## src/piecewise_phase_segmenter_assert.svh

```systemverilog
// Assertion macros shared by the segmenter's modules.
// Each macro expects clk and rst_n in the scope where it is used.
`ifndef PIECEWISE_PHASE_SEGMENTER_ASSERT_SVH
`define PIECEWISE_PHASE_SEGMENTER_ASSERT_SVH

// Check a consequence in the same cycle as its condition.
`define PPSEG_ASSERT_NOW(lbl, ante, cons, msg) \
  lbl: assert property (@(posedge clk) disable iff (!rst_n) (ante) |-> (cons)) \
    else $error(msg);

// Check a consequence in the cycle after its condition.
`define PPSEG_ASSERT_NEXT(lbl, ante, cons, msg) \
  lbl: assert property (@(posedge clk) disable iff (!rst_n) (ante) |=> (cons)) \
    else $error(msg);

`endif

```

## src/ppseg_pkg.sv

```systemverilog
// Package of the piecewise phase segmenter: fixed widths, register indexes,
// state types, the queue tag and the small set-index function. No dependencies.
package ppseg_pkg;

  localparam int SEG_W      = 3;
  localparam int CNT_W      = 3;
  localparam int CFG_IDX_W  = 3;
  localparam int REG_SPLITS = 6;
  localparam int QUEUE_DEPTH = 2;

  localparam logic [CFG_IDX_W-1:0] CFG_SPLIT_COUNT = 3'd0;
  localparam logic [CFG_IDX_W-1:0] CFG_PSET_COUNT  = 3'd1;
  localparam logic [CFG_IDX_W-1:0] CFG_SPLIT_A     = 3'd2;

  typedef enum logic [1:0] {
    F_IDLE,
    F_SEARCH,
    F_LOW,
    F_PUSH
  } front_state_t;

  typedef enum logic [1:0] {
    B_IDLE,
    B_DIV,
    B_DONE
  } back_state_t;

  // Per-item control that travels with the phase through the queue.
  typedef struct packed {
    logic [SEG_W-1:0] segment;
    logic [SEG_W-1:0] param_set;
    logic             param_set_valid;
    logic             reload;
  } ppseg_tag_t;

  // Queue status seen by the producer and the consumer.
  typedef struct packed {
    logic full;
    logic empty;
  } ppseg_q_stat_t;

  // Segment modulo a nonzero set count by repeated subtraction (seg <= 7).
  function automatic logic [SEG_W-1:0] pset_mod(input logic [SEG_W-1:0] seg,
                                                input logic [CNT_W-1:0] cnt);
    logic [SEG_W-1:0] r;
    r = seg;
    for (int i = 0; i < 7; i++) begin
      if (r >= cnt) begin
        r = r - cnt;
      end
    end
    return r;
  endfunction

endpackage

```

## src/ppseg_front.sv

```systemverilog
// Front end of the segmenter: configuration registers, input acceptance and
// the upward segment search. Depends on ppseg_pkg and the assertion header.
`include "piecewise_phase_segmenter_assert.svh"
module ppseg_front #(
  parameter int MAX_SEGMENTS    = 7,
  parameter int PHASE_FRAC_BITS = 16
) (
  input  logic                              clk,
  input  logic                              rst_n,
  input  logic                              cfg_we,
  input  logic [ppseg_pkg::CFG_IDX_W-1:0]   cfg_index,
  input  logic [PHASE_FRAC_BITS:0]          cfg_data,
  input  logic                              in_valid,
  output logic                              in_ready,
  input  logic [PHASE_FRAC_BITS:0]          in_phase,
  input  ppseg_pkg::ppseg_q_stat_t          q_stat,
  output logic                              push,
  output ppseg_pkg::ppseg_tag_t             push_tag,
  output logic [PHASE_FRAC_BITS:0]          push_phase,
  output logic [PHASE_FRAC_BITS:0]          push_lo,
  output logic [PHASE_FRAC_BITS:0]          push_hi
);
  import ppseg_pkg::*;

  localparam int PW = PHASE_FRAC_BITS + 1;
  localparam logic [PW-1:0] ONE_PHASE = {1'b1, {PHASE_FRAC_BITS{1'b0}}};
  localparam logic [SEG_W-1:0] MAX_SPLITS = SEG_W'(MAX_SEGMENTS - 1);

  front_state_t     state_r, state_nxt;
  logic [PW-1:0]    phase_r, phase_nxt;
  logic [SEG_W-1:0] seg_r, seg_nxt;
  logic [PW-1:0]    hi_cand_r, hi_cand_nxt;
  logic [PW-1:0]    lo_cand_r, lo_cand_nxt;
  logic [PW-1:0]    prev_r, prev_nxt;
  logic [SEG_W-1:0] cur_r, cur_nxt;
  logic             pend_r, pend_nxt;
  logic [PW-1:0]    seg_lo_r, seg_lo_nxt;
  logic [PW-1:0]    seg_hi_r, seg_hi_nxt;

  logic [CNT_W-1:0] split_count_r;
  logic [CNT_W-1:0] pset_count_r;
  logic [PW-1:0]    split_r [REG_SPLITS];

  logic [SEG_W-1:0]     used_n;
  logic [SEG_W-1:0]     rd_addr;
  logic [PW-1:0]        rd_data;
  logic                 step;
  logic                 reload;
  logic [CFG_IDX_W-1:0] split_idx;

  assign used_n    = (split_count_r > MAX_SPLITS) ? MAX_SPLITS : split_count_r;
  assign split_idx = cfg_index - CFG_SPLIT_A;

  // One read port on the split registers: seg-1 while fetching the low bound.
  assign rd_addr = (state_r == F_LOW) ? seg_r - 1'b1 : seg_r;
  assign rd_data = (rd_addr < SEG_W'(REG_SPLITS)) ? split_r[rd_addr] : '0;
  assign step    = (seg_r < used_n) && (phase_r >= rd_data);
  assign reload  = (seg_r != cur_r) || pend_r;

  assign push_tag.segment         = seg_r;
  assign push_tag.param_set       = (pset_count_r != '0) ? pset_mod(seg_r, pset_count_r) : '0;
  assign push_tag.param_set_valid = (pset_count_r != '0);
  assign push_tag.reload          = reload;
  assign push_phase               = phase_r;
  assign push_lo                  = reload ? lo_cand_r : seg_lo_r;
  assign push_hi                  = reload ? hi_cand_r : seg_hi_r;

  always_comb begin
    state_nxt   = state_r;
    phase_nxt   = phase_r;
    seg_nxt     = seg_r;
    hi_cand_nxt = hi_cand_r;
    lo_cand_nxt = lo_cand_r;
    prev_nxt    = prev_r;
    cur_nxt     = cur_r;
    pend_nxt    = pend_r;
    seg_lo_nxt  = seg_lo_r;
    seg_hi_nxt  = seg_hi_r;
    in_ready    = 1'b0;
    push        = 1'b0;
    unique case (state_r)
      F_IDLE: begin
        in_ready = 1'b1;
        if (in_valid) begin
          phase_nxt = in_phase;
          seg_nxt   = (in_phase < prev_r) ? '0 : cur_r;
          state_nxt = F_SEARCH;
        end
      end
      F_SEARCH: begin
        if (step) begin
          seg_nxt = seg_r + 1'b1;
        end else begin
          hi_cand_nxt = (seg_r >= used_n) ? ONE_PHASE : rd_data;
          state_nxt   = F_LOW;
        end
      end
      F_LOW: begin
        lo_cand_nxt = (seg_r == '0) ? '0 : rd_data;
        state_nxt   = F_PUSH;
      end
      F_PUSH: begin
        if (!q_stat.full) begin
          push      = 1'b1;
          prev_nxt  = phase_r;
          cur_nxt   = seg_r;
          pend_nxt  = 1'b0;
          if (reload) begin
            seg_lo_nxt = lo_cand_r;
            seg_hi_nxt = hi_cand_r;
          end
          state_nxt = F_IDLE;
        end
      end
      default: state_nxt = F_IDLE;
    endcase
    // Any register write forces a bound reload on the next item.
    if (cfg_we) begin
      pend_nxt = 1'b1;
    end
  end

  always_ff @(posedge clk) begin
    if (!rst_n) begin
      state_r  <= F_IDLE;
      prev_r   <= '0;
      cur_r    <= '0;
      pend_r   <= 1'b1;
      seg_lo_r <= '0;
      seg_hi_r <= ONE_PHASE;
    end else begin
      state_r  <= state_nxt;
      prev_r   <= prev_nxt;
      cur_r    <= cur_nxt;
      pend_r   <= pend_nxt;
      seg_lo_r <= seg_lo_nxt;
      seg_hi_r <= seg_hi_nxt;
    end
  end

  always_ff @(posedge clk) begin
    phase_r   <= phase_nxt;
    seg_r     <= seg_nxt;
    hi_cand_r <= hi_cand_nxt;
    lo_cand_r <= lo_cand_nxt;
  end

  always_ff @(posedge clk) begin
    if (!rst_n) begin
      split_count_r <= '0;
      pset_count_r  <= '0;
      for (int i = 0; i < REG_SPLITS; i++) begin
        split_r[i] <= '0;
      end
    end else if (cfg_we) begin
      unique case (cfg_index)
        CFG_SPLIT_COUNT: split_count_r <= cfg_data[CNT_W-1:0];
        CFG_PSET_COUNT:  pset_count_r  <= cfg_data[CNT_W-1:0];
        default:         split_r[split_idx] <= cfg_data;
      endcase
    end
  end

  `PPSEG_ASSERT_NOW(a_push_room, push, !q_stat.full, "front pushed into a full queue")
  `PPSEG_ASSERT_NOW(a_seg_range, state_r == F_SEARCH, seg_r <= MAX_SPLITS,
                    "segment search beyond the last split")
  `PPSEG_ASSERT_NEXT(a_push_clears, push && !cfg_we, !pend_r && cur_r == $past(seg_r),
                     "segment state not committed on push")

endmodule

```

## src/ppseg_queue.sv

```systemverilog
// Short queue between the segmenter's front and back ends.
// Depends on ppseg_pkg and the assertion header.
`include "piecewise_phase_segmenter_assert.svh"
module ppseg_queue #(
  parameter int WIDTH = 8
) (
  input  logic                     clk,
  input  logic                     rst_n,
  input  logic                     push,
  input  logic [WIDTH-1:0]         wdata,
  input  logic                     pop,
  output logic [WIDTH-1:0]         rdata,
  output ppseg_pkg::ppseg_q_stat_t stat
);
  import ppseg_pkg::*;

  localparam int PTR_W = $clog2(QUEUE_DEPTH);
  localparam int CNT_QW = $clog2(QUEUE_DEPTH + 1);

  logic [WIDTH-1:0]  mem [QUEUE_DEPTH];
  logic [PTR_W-1:0]  wr_ptr_r, rd_ptr_r;
  logic [CNT_QW-1:0] count_r;

  assign stat.full  = (count_r == CNT_QW'(QUEUE_DEPTH));
  assign stat.empty = (count_r == '0);
  assign rdata      = mem[rd_ptr_r];

  always_ff @(posedge clk) begin
    if (push) begin
      mem[wr_ptr_r] <= wdata;
    end
  end

  always_ff @(posedge clk) begin
    if (!rst_n) begin
      wr_ptr_r <= '0;
      rd_ptr_r <= '0;
      count_r  <= '0;
    end else begin
      if (push) begin
        wr_ptr_r <= (wr_ptr_r == PTR_W'(QUEUE_DEPTH - 1)) ? '0 : wr_ptr_r + 1'b1;
      end
      if (pop) begin
        rd_ptr_r <= (rd_ptr_r == PTR_W'(QUEUE_DEPTH - 1)) ? '0 : rd_ptr_r + 1'b1;
      end
      case ({push, pop})
        2'b10:   count_r <= count_r + 1'b1;
        2'b01:   count_r <= count_r - 1'b1;
        default: count_r <= count_r;
      endcase
    end
  end

  `PPSEG_ASSERT_NOW(a_no_underflow, pop, !stat.empty, "pop from an empty queue")

endmodule

```

## src/ppseg_back.sv

```systemverilog
// Back end of the segmenter: local phase by restoring division, one quotient
// bit per cycle, and the output register. Depends on ppseg_pkg and the header.
`include "piecewise_phase_segmenter_assert.svh"
module ppseg_back #(
  parameter int PHASE_FRAC_BITS = 16
) (
  input  logic                          clk,
  input  logic                          rst_n,
  input  ppseg_pkg::ppseg_q_stat_t      q_stat,
  input  ppseg_pkg::ppseg_tag_t         q_tag,
  input  logic [PHASE_FRAC_BITS:0]      q_phase,
  input  logic [PHASE_FRAC_BITS:0]      q_lo,
  input  logic [PHASE_FRAC_BITS:0]      q_hi,
  output logic                          pop,
  output logic                          out_valid,
  input  logic                          out_ready,
  output logic [ppseg_pkg::SEG_W-1:0]   out_segment,
  output logic [ppseg_pkg::SEG_W-1:0]   out_param_set,
  output logic                          out_param_set_valid,
  output logic                          out_reload,
  output logic [PHASE_FRAC_BITS:0]      out_local_phase
);
  import ppseg_pkg::*;

  localparam int PW = PHASE_FRAC_BITS + 1;
  localparam int DC_W = $clog2(PHASE_FRAC_BITS + 1);
  localparam logic [PW-1:0] ONE_PHASE = {1'b1, {PHASE_FRAC_BITS{1'b0}}};

  back_state_t               state_r, state_nxt;
  ppseg_tag_t                tag_r, tag_nxt;
  logic [PW-1:0]             rem_r, rem_nxt;
  logic [PW-1:0]             div_r, div_nxt;
  logic [PHASE_FRAC_BITS-1:0] q_r, q_nxt;
  logic [DC_W-1:0]           cnt_r, cnt_nxt;
  logic [PW-1:0]             res_r, res_nxt;
  logic                      out_valid_r, out_valid_nxt;
  ppseg_tag_t                out_tag_r;
  logic [PW-1:0]             out_local_r;
  logic                      load;
  logic [PW:0]               rem2;
  logic                      qbit;

  assign rem2 = {rem_r, 1'b0};
  assign qbit = (rem2 >= {1'b0, div_r});

  always_comb begin
    state_nxt = state_r;
    tag_nxt   = tag_r;
    rem_nxt   = rem_r;
    div_nxt   = div_r;
    q_nxt     = q_r;
    cnt_nxt   = cnt_r;
    res_nxt   = res_r;
    pop       = 1'b0;
    load      = 1'b0;
    unique case (state_r)
      B_IDLE: begin
        if (!q_stat.empty) begin
          pop     = 1'b1;
          tag_nxt = q_tag;
          if (q_hi <= q_lo) begin
            res_nxt   = ONE_PHASE;
            state_nxt = B_DONE;
          end else if (q_phase <= q_lo) begin
            res_nxt   = '0;
            state_nxt = B_DONE;
          end else if (q_phase >= q_hi) begin
            res_nxt   = ONE_PHASE;
            state_nxt = B_DONE;
          end else begin
            rem_nxt   = q_phase - q_lo;
            div_nxt   = q_hi - q_lo;
            q_nxt     = '0;
            cnt_nxt   = DC_W'(PHASE_FRAC_BITS);
            state_nxt = B_DIV;
          end
        end
      end
      B_DIV: begin
        rem_nxt = qbit ? PW'(rem2 - {1'b0, div_r}) : PW'(rem2);
        q_nxt   = {q_r[PHASE_FRAC_BITS-2:0], qbit};
        cnt_nxt = cnt_r - 1'b1;
        if (cnt_r == DC_W'(1)) begin
          res_nxt   = {1'b0, q_nxt};
          state_nxt = B_DONE;
        end
      end
      B_DONE: begin
        // Hold the result until the output register is free.
        if (!out_valid_r || out_ready) begin
          load      = 1'b1;
          state_nxt = B_IDLE;
        end
      end
      default: state_nxt = B_IDLE;
    endcase
    out_valid_nxt = load ? 1'b1 : (out_ready ? 1'b0 : out_valid_r);
  end

  always_ff @(posedge clk) begin
    if (!rst_n) begin
      state_r     <= B_IDLE;
      out_valid_r <= 1'b0;
    end else begin
      state_r     <= state_nxt;
      out_valid_r <= out_valid_nxt;
    end
  end

  always_ff @(posedge clk) begin
    tag_r <= tag_nxt;
    rem_r <= rem_nxt;
    div_r <= div_nxt;
    q_r   <= q_nxt;
    cnt_r <= cnt_nxt;
    res_r <= res_nxt;
    if (load) begin
      out_tag_r   <= tag_r;
      out_local_r <= res_r;
    end
  end

  assign out_valid           = out_valid_r;
  assign out_segment         = out_tag_r.segment;
  assign out_param_set       = out_tag_r.param_set;
  assign out_param_set_valid = out_tag_r.param_set_valid;
  assign out_reload          = out_tag_r.reload;
  assign out_local_phase     = out_local_r;

  `PPSEG_ASSERT_NOW(a_rem_below_div, state_r == B_DIV, rem_r < div_r,
                    "division remainder not below divisor")
  `PPSEG_ASSERT_NOW(a_local_clip, out_valid_r, out_local_r <= ONE_PHASE,
                    "local phase above one")

endmodule

```

## src/piecewise_phase_segmenter.sv

```systemverilog
// Top level of the piecewise phase segmenter: front end, queue, back end.
// Depends on ppseg_pkg, ppseg_front, ppseg_queue and ppseg_back.
//
// Usage:
//   Input channel in_valid/in_ready carries one phase beat (Q1.16 by default,
//   1 << PHASE_FRAC_BITS is 1.0). Result channel out_valid/out_ready carries one
//   beat per input beat: segment, parameter set, set-valid flag, reload flag
//   and local phase within the segment, clipped to [0, 1.0].
//   Configuration is a plain write port (cfg_we, cfg_index, cfg_data) taken
//   at any edge with cfg_we high; write it only while the block is idle.
//   Every register write makes the next beat reload its segment bounds.
// Flow:
//   Front end: accept, split search (one split compared per cycle), bound fetch
//   and push, which waits while the queue is full; a new beat is accepted only
//   after the push. Back end: pop, restoring division when the phase lies inside
//   its segment, and load into the output register; the next item is popped only
//   after that load, so the restoring divider sets sustained throughput.
// Reset and stall:
//   Synchronous active-low rst_n clears the configuration registers, segment
//   state and queue; reload is armed for the first beat. When out_ready stays
//   low the result holds, the back end finishes one more item, the queue fills,
//   and then in_ready stays low.
module piecewise_phase_segmenter #(
  parameter int MAX_SEGMENTS    = 7,
  parameter int PHASE_FRAC_BITS = 16
) (
  input  logic                              clk,
  input  logic                              rst_n,
  input  logic                              cfg_we,
  input  logic [ppseg_pkg::CFG_IDX_W-1:0]   cfg_index,
  input  logic [PHASE_FRAC_BITS:0]          cfg_data,
  input  logic                              in_valid,
  output logic                              in_ready,
  input  logic [PHASE_FRAC_BITS:0]          in_phase,
  output logic                              out_valid,
  input  logic                              out_ready,
  output logic [ppseg_pkg::SEG_W-1:0]       out_segment,
  output logic [ppseg_pkg::SEG_W-1:0]       out_param_set,
  output logic                              out_param_set_valid,
  output logic                              out_reload,
  output logic [PHASE_FRAC_BITS:0]          out_local_phase
);
  import ppseg_pkg::*;

  localparam int PW    = PHASE_FRAC_BITS + 1;
  localparam int TAG_W = $bits(ppseg_tag_t);
  localparam int QW    = TAG_W + 3 * PW;

  ppseg_q_stat_t q_stat;
  logic          push, pop;
  ppseg_tag_t    push_tag, pop_tag;
  logic [PW-1:0] push_phase, push_lo, push_hi;
  logic [PW-1:0] pop_phase, pop_lo, pop_hi;
  logic [QW-1:0] q_wdata, q_rdata;

  // Accept beats, track segment state, search splits, fetch bounds.
  ppseg_front #(
    .MAX_SEGMENTS    (MAX_SEGMENTS),
    .PHASE_FRAC_BITS (PHASE_FRAC_BITS)
  ) u_front (
    .clk        (clk),
    .rst_n      (rst_n),
    .cfg_we     (cfg_we),
    .cfg_index  (cfg_index),
    .cfg_data   (cfg_data),
    .in_valid   (in_valid),
    .in_ready   (in_ready),
    .in_phase   (in_phase),
    .q_stat     (q_stat),
    .push       (push),
    .push_tag   (push_tag),
    .push_phase (push_phase),
    .push_lo    (push_lo),
    .push_hi    (push_hi)
  );

  // Pack classified beats into the queue and unpack at its head.
  assign q_wdata = {push_tag, push_phase, push_lo, push_hi};
  assign {pop_tag, pop_phase, pop_lo, pop_hi} = q_rdata;

  ppseg_queue #(
    .WIDTH (QW)
  ) u_queue (
    .clk   (clk),
    .rst_n (rst_n),
    .push  (push),
    .wdata (q_wdata),
    .pop   (pop),
    .rdata (q_rdata),
    .stat  (q_stat)
  );

  // Divide for the local phase and drive the result channel.
  ppseg_back #(
    .PHASE_FRAC_BITS (PHASE_FRAC_BITS)
  ) u_back (
    .clk                 (clk),
    .rst_n               (rst_n),
    .q_stat              (q_stat),
    .q_tag               (pop_tag),
    .q_phase             (pop_phase),
    .q_lo                (pop_lo),
    .q_hi                (pop_hi),
    .pop                 (pop),
    .out_valid           (out_valid),
    .out_ready           (out_ready),
    .out_segment         (out_segment),
    .out_param_set       (out_param_set),
    .out_param_set_valid (out_param_set_valid),
    .out_reload          (out_reload),
    .out_local_phase     (out_local_phase)
  );

endmodule

```

## config.mk

```make
export PLATFORM = sky130hd
export DESIGN_NAME = piecewise_phase_segmenter
export DESIGN_NICKNAME = d
export VERILOG_FILES = /design/src/ppseg_pkg.sv /design/src/ppseg_front.sv /design/src/ppseg_queue.sv /design/src/ppseg_back.sv /design/src/piecewise_phase_segmenter.sv
export VERILOG_INCLUDE_DIRS = /design/src /design/src/src
export SDC_FILE = /design/constraint.sdc
export NUM_CORES = 1
export LEC_CHECK = 0
export BUFFER_PORTS_ARGS = -buffer_cell sky130_fd_sc_hd__buf_4
export CORE_ASPECT_RATIO = 1.2
export CORE_MARGIN = 3
export CORE_UTILIZATION = 50
export DETAILED_ROUTE_END_ITERATION = 10
export PLACE_DENSITY_LB_ADDON = 0.12
export SLEW_MARGIN = 40
export SYNTH_ARGS = -nofsm -noshare
export SYNTH_HDL_FRONTEND = slang
export SYNTH_SLANG_ARGS = --single-unit
```

## constraint.sdc

```tcl
create_clock -name clk -period 12 [get_ports clk]
set_clock_uncertainty 0.2 [all_clocks]
set_input_delay 1.8 -clock clk [delete_from_list [all_inputs] [get_ports clk]]
set_output_delay 1.8 -clock clk [all_outputs]
set_load 0.005 [all_outputs]
```

==> flow_metrics.env, run 1 <==
export IMPL_wl_per_cell_um=18.7
export IMPL_slowest_delay_ns=0.70
export IMPL_synth_yosys_warnings=0
export IMPL_hold_start="u_back.tag_r[2]"
export IMPL_syn_area_um2=22300
export IMPL_clockBufferDepth=3
export IMPL_ant_nets=0
export IMPL_area_growth_pct=12.3
export IMPL_path_class="reg -> reg"
export IMPL_rows=84
export IMPL_drc=0
export IMPL_dp_slack_ns=1.59
export IMPL_drive_gt1_share_pct=16.2
export IMPL_port_buffers=68
export IMPL_critPathRequiredTime_ns=12.10
export IMPL_cts_root_buf="clkbuf_16"
export IMPL_crit_slowest_cell="dfxtp_1"
export IMPL_hold_path_end="u_back.out_param_set[0]"
export IMPL_period_share_pct=87.3
export IMPL_vias_per_cell=5.50
export IMPL_r2r_start="u_front.pset_count_r[1]"
export IMPL_ir_worst_vdd_v=0.000568
export IMPL_ctsHoldBuffers=0
export IMPL_yosys_top_cells_count="378 x edfxtp_1, 243 x nor2_1, 132 x ha_1, 127 x nand2_1, 122 x inv_1"
export IMPL_hold_depth=0
export IMPL_ys_seq_area_share_pct=57.4
export IMPL_start_util_pct=50.7
export IMPL_yosys_most_used_dff="edfxtp_1"
export IMPL_start_kind="register"
export IMPL_synth_cells=1834
export IMPL_rsz0062_at_grt="no"
export IMPL_ys_top_cells_by_area="edfxtp_1 51%, ha_1 7.4%, dfxtp_1 6.4%"
export IMPL_leakagePower_nw=9.30
export IMPL_detail_route_first_pass_iterations=5
export IMPL_place_congestion=0.876
export IMPL_rrSetupSlack_ns=1.53
export IMPL_path_common_cell="ha_1"
export IMPL_drt_initial_drc_count=653
export IMPL_fill_cells=3691
export IMPL_grt_ovfl_total=0
export IMPL_reg2reg_depth=36
export IMPL_layout_nets=2091
export IMPL_status="finished clean"
export IMPL_slew_headroom_pct=46.0
export IMPL_synth_top_area_cell="edfxtp_1"
export IMPL_max_freq_mhz=95.5
export IMPL_hold_path_class="reg -> reg"
export IMPL_die_w_um=199
export IMPL_postCtsSetupBuffers=0
export IMPL_vias=13747
export IMPL_worst_pin_slew_ns=0.810
export IMPL_maxCapViolations=0
export IMPL_cts_tree="built"
export IMPL_grt_max_degree=63
export IMPL_die_h_um=237
export IMPL_grt_pass1_wl_mm=75.0
export IMPL_htree_levels=2
export IMPL_report_final_hold_viol_count=0
export IMPL_core_area_um2=43900
export IMPL_worstPathMaxFanout=9
export IMPL_fin_ws_ns=1.53
export IMPL_dieArea_um2=47100
export IMPL_finalSetupViolCount=0
export IMPL_grt_pass1_vias=14198
export IMPL_tns_ns=0
export IMPL_syn_avg_cell_area_um2=12.1
export IMPL_synth_cell_type_count=83
export IMPL_cts_buffers=44
export IMPL_synth_edf_count=378
export IMPL_synth_seq_cells=449
export IMPL_async_flop_share_pct=0
export IMPL_powerDensity_nw_per_um2=296
export IMPL_arrival_ns=10.57
export IMPL_grt_use_total_pct=20.0
export IMPL_antenna_found_initial=0
export IMPL_reg2reg_to="u_queue.mem[1][55]"
export IMPL_syn_nets=2018
export IMPL_cts_sink_count=449
export IMPL_yosysMostFrequentCell="edfxtp_1"
export IMPL_report_final_slew_viol_count=0
export IMPL_ctsResizeCount=0
export IMPL_path_clk_slew_ns=0.07
export IMPL_ios=69
export IMPL_place_hpwl_mm=32.9
export IMPL_endpoint_kind="register"
export IMPL_clk_insertion_delay_late_ns=0.56
export IMPL_n_antenna_cell=0
export IMPL_wl_mm=46.7
export IMPL_period_minus_slack_ns=10.47
export IMPL_synth_top_area_share_pct=51.0
==> where the power goes <==
| group | switching [mW] | internal, mW | leakage [nW] |
|---|---|---|---|
| Sequential | 0.0996 | 2.04 | 4.07 |
| Clock | 0.584 | 0.823 | 0.711 |
| Combinational | 2.24 | 1.60 | 4.52 |
| Total | 2.92 | 4.47 | 9.30 |
==> placed cells by master, fill, tap and decap left out, types with 10 or more instances in the layout <==
master and n:
a21o_1 37, a21oi_1 90, a22oi_1 18, and2_1 39
buf_4 89, clkbuf_1 10, clkbuf_16 44, dfxtp_1 70
edfxtp_1 378, fa_1 10, ha_1 132, inv_1 120
mux2_2 78, mux2i_1 59, mux4_2 17, nand2_1 121
nand2b_1 16, nand3_1 15, nor2_1 239, nor2b_1 13
nor3_1 48, o21a_1 16, o21ai_0 41, xnor2_1 30
xor2_1 19
==> sequential cells by signal, summed over array words and instances, names as in the netlist, 5 cells and up, named ones only <==
register	flops
u_back.out_local_phase	17
u_front.seg_lo_r	17
u_back.res_r	17
u_back.tag_r	8
u_back.q_r	15
u_front.prev_r	17
u_front.split_r	102
u_back.rem_r	17
u_back.cnt_r	5
u_front.hi_cand_r	17
u_front.push_phase	17
u_front.lo_cand_r	17
u_queue.mem	118
u_back.div_r	17
u_front.seg_hi_r	17
==> final cells by class <==
type / instances / area [um^2] / share of cell area (%)
Clock buffer: 56 / 1170 / 4.66
Timing Repair Buffer: 90 / 679 / 2.72
Clock inverter: 25 / 310 / 1.24
Sequential cell: 449 / 12800 / 51.1
Multi-Input combinational cell: 1200 / 8910 / 35.7
Tap cell: 559 / 699 / 2.80
Inverter: 122 / 458 / 1.83
==> critical path, delay by kind of cell (launching register included) <==
kind	cells	cell delay [ns]
AOI/OAI and AO/OA	16	4.27
buffers and inverters	3	0.55
muxes	4	1.13
DFF	1	0.70
adders and majority gates	7	2.35
and+or+nand+nor	6	0.98
==> worst max path at each step <==
stage / start / to / depth (start not counted)
6_report: u_front.pset_count_r[1] / u_queue.mem[1][55] / 36
5_1_grt: u_front.pset_count_r[1] / u_queue.mem[1][55] / 37
4_1_cts: u_front.pset_count_r[1] / u_queue.mem[1][55] / 37
3_5_place_dp: u_front.pset_count_r[1] / u_queue.mem[1][55] / 37
3_3_place_gp: u_front.pset_count_r[1] / u_queue.mem[0][55] / 36
2_1_floorplan: u_front.pset_count_r[1] / u_queue.mem[0][55] / 36
==> cells by family after synthesis <==
| family | synth area share, % |
|---|---|
| AOI/OAI and AO/OA | 9.31 |
| xor gates and xnor gates | 1.97 |
| adders and majority gates | 8.32 |
| buffers and inverters | 3.19 |
| DFF | 57.4 |
| muxes | 8.61 |
| and+or+nand+nor | 11.2 |
==> metal layers <==
layer | GRT usage, % | routed length [um]
met3 | 2.38 | 1310
met5 | 0 | 0
met4 | 5.73 | 1000
met1 | 24.7 | 19800
met2 | 36.7 | 24600
==> per-stage QoR <==
step | hold slack, ns | cells | instance area (um^2) | total power [mW] | utilization [%]
2_1_floorplan | 0.200 | 1834 | 22300 | 5.11 | -
3_3_place_gp | 0.200 | 2418 | 23500 | 5.78 | 53.4
3_5_place_dp | 0.205 | 2420 | 23500 | 5.99 | 53.5
4_1_cts | 0.203 | 2501 | 25000 | 7.42 | 56.9
5_1_grt | 0.219 | 2501 | 25000 | 7.92 | 56.9
6_report | 0.208 | 2501 | 25000 | 7.39 | 56.9
Power figures use the tool's default switching activity.
==> run 2: changes to the inputs <==
Settings changed: ABC_AREA from default to 1.
==> run 2 against run 1 <==
Sequential share of layout area grew 0.22 points; routed wire length is 3.1% higher; design area about the same; area after synthesis down 0.24%; first-iteration DRC count is 25% higher; via count is 11% higher; flip-flop and latch count is 2 higher; maximum frequency increased by 24%; worst hold slack better by 0.0040 ns; core utilization up 0.85 points; largest cell class unchanged; critical path depth increased by 4.
==> flow_metrics.env, run 2 <==
export IMPL_synth_xor_area_share_pct=1.54
export IMPL_ys_seq_area_share_pct=57.8
export IMPL_synth_yosys_warnings=0
export IMPL_ys_top_cells_by_area="edfxtp_1 51%, ha_1 7.4%, dfxtp_1 6.4%"
export IMPL_synth_cells=2182
export IMPL_worst_pin_slew_ns=0.752
export IMPL_async_flop_share_pct=0
export IMPL_drc=0
export IMPL_report_final_hold_viol_count=0
export IMPL_die_w_um=198
export IMPL_ctsResizeCount=0
export IMPL_largest_register_ff_count=118
export IMPL_vias=15268
export IMPL_tns_ns=0
export IMPL_grt_max_degree=103
export IMPL_hold_depth=0
export IMPL_crit_slowest_cell="dfxtp_1"
export IMPL_rows=83
export IMPL_yosysMostFrequentCell="edfxtp_1"
export IMPL_start_util_pct=51.3
export IMPL_htree_levels=2
export IMPL_slowest_delay_ns=0.69
export IMPL_period_minus_slack_ns=8.42
export IMPL_arrival_ns=8.62
export IMPL_synth_edf_count=380
export IMPL_die_h_um=237
export IMPL_core_area_um2=43300
export IMPL_cts_root_buf="clkbuf_16"
export IMPL_port_buffers=68
export IMPL_grt_ovfl_total=0
export IMPL_worstPathMaxFanout=9
export IMPL_cts_tree="built"
export IMPL_period_share_pct=70.2
export IMPL_crit_cells=40
export IMPL_ctsHoldBuffers=0
export IMPL_endpoint_kind="register"
export IMPL_syn_area_um2=22200
export IMPL_hold_ws_ns=0.212
export IMPL_placed_cell_area_um2=23400
export IMPL_drt_initial_drc_count=814
export IMPL_slew_headroom_pct=49.9
export IMPL_fill_cells=3698
export IMPL_synth_seq_cells=451
export IMPL_reg2reg_depth=40
export IMPL_syn_avg_cell_area_um2=10.2
export IMPL_regMostFlops="u_queue.mem"
export IMPL_final_common_cell="edfxtp_1"
export IMPL_place_hpwl_mm=33.4
export IMPL_n_antenna_cell=0
export IMPL_stdcell_area_um2=25000
export IMPL_grt_pass1_wl_mm=78.1
export IMPL_status="finished clean"
export IMPL_max_freq_mhz=119
export IMPL_start_kind="register"
export IMPL_critical_path_top_delay_family="compound AO/OA/AOI/OAI gates"
export IMPL_wl_per_cell_um=16.9
export IMPL_clk_insertion_delay_late_ns=0.59
export IMPL_grt_pass1_vias=15293
export IMPL_cts_sink_count=451
export IMPL_syn_nets=2366
export IMPL_final_cells=2846
export IMPL_ant_nets=0
export IMPL_dieArea_um2=47000
export IMPL_critPathRequiredTime_ns=12.19
export IMPL_synth_mux_area_share_pct=1.99
export IMPL_synth_top_family_by_area="compound AO/OA/AOI/OAI gates"
export IMPL_synth_simple_area_share_pct=11.3
export IMPL_path_class="reg -> reg"
export IMPL_place_congestion=0.883
export IMPL_rsz0062_at_grt="no"
export IMPL_layout_nets=2440
export IMPL_dpl_cell_count=2760
export IMPL_path_clk_slew_ns=0.06
export IMPL_wl_mm=48.1
export IMPL_synth_top_area_share_pct=51.4
export IMPL_final_cell_mix="380 x edfxtp_1, 324 x inv_1, 286 x nor2_1"
export IMPL_synth_compound_area_share_pct=12.3
export IMPL_grt_use_total_pct=20.7
export IMPL_maxCapViolations=0
export IMPL_synth_fa_ha_area_share_pct=8.34
export IMPL_vias_per_cell=5.36
export IMPL_synth_top_area_cell="edfxtp_1"
export IMPL_antenna_found_initial=0
export IMPL_hold_path_class="reg -> reg"
export IMPL_clockBufferDepth=3
export IMPL_ios=69
export IMPL_postCtsSetupBuffers=0
export IMPL_crit_buf_inv=5
export IMPL_synth_cell_type_count=55
export IMPL_area_growth_pct=12.6
export IMPL_report_final_slew_viol_count=0
export IMPL_finalSetupViolCount=0
export IMPL_yosys_most_used_dff="edfxtp_1"
export IMPL_path_common_cell="nand2_1"
export IMPL_detail_route_first_pass_iterations=5
export IMPL_reg_top3="u_queue.mem x118, u_front.split_r x104"
export IMPL_yosys_top_cells_count="380 x edfxtp_1, 325 x inv_1, 289 x nor2_1, 243 x nand2_1, 216 x o21ai_0"
export IMPL_cts_buffers=46
export IMPL_drive_gt1_share_pct=10.3
==> run 2: cell count changes in the layout (fill, tap and decap cells not counted), moves of 37 or more <==
| cell | previous run | this run |
|---|---|---|
| a21oi_1 | 90 | 164 |
| and2_1 | 39 | 2 |
| inv_1 | 120 | 324 |
| mux2_2 | 78 | 25 |
| mux2i_1 | 59 | 16 |
| nand2_1 | 121 | 237 |
| nor2_1 | 239 | 286 |
| o21ai_0 | 41 | 216 |
==> run 2: worst reg2reg max path: cells and delay by family, from the launching register on <==
kind	cells	cell delay [ns]
compound gates	14	2.91
fa+ha+maj	7	2.29
simple gates	14	1.50
buf+inv	5	0.71
flops	1	0.69
==> run 2: final timing paths <==
check	startpoint	end	slack, ns
max	u_front.pset_count_r[1]	u_queue.mem[0][53]	3.58
min	u_back.tag_r[2]	u_back.out_param_set[0]	0.21
max reg2reg	u_front.pset_count_r[1]	u_queue.mem[0][53]	3.58
min reg2reg	u_back.tag_r[2]	u_back.out_param_set[0]	0.21
==> run 2: logic make-up after synthesis <==
| group | Yosys count |
|---|---|
| AND/OR/NAND/NOR | 624 |
| multiplexers | 41 |
| flip-flops | 451 |
| buffers and inverters | 399 |
| adder cells (fa/ha/maj) | 142 |
| AO/OA/AOI/OAI | 486 |
| XOR/XNOR | 39 |
==> run 2: metal layers <==
layer | wire length, um | up-vias | share of wire (%) | global-route usage (%)
met5 | 0 | - | 0 | 0
met2 | 24600 | 285 | 51 | 36.5
met4 | 1380 | 0 | 2.9 | 6.95
met3 | 1800 | 87 | 3.7 | 3.22
met1 | 20300 | 7282 | 42 | 26.1
li1 | - | 7614 | - | -
==> run 2: metrics by stage <==
step,util (%),setup slack [ns]
3_3_place_gp,54.0,4.29
6_report,57.8,3.58
5_1_grt,57.8,2.82
3_5_place_dp,54.1,3.67
4_1_cts,57.8,3.62
2_1_floorplan,-,4.82
==> run 2: area by class of cell <==
class	instances	area, um^2	area share, %
sequential	451	12800	51.3
inverter	330	1240	4.95
clock buffer	67	1310	5.24
clock inverter	19	279	1.12
multi-input combinational	1332	7940	31.7
timing repair buffer	95	721	2.88
tap	552	691	2.76
Power of run 2 is left out: the tool's default activity adds up to more than one toggle a clock period on the data nets, which glitch-free logic cannot reach.
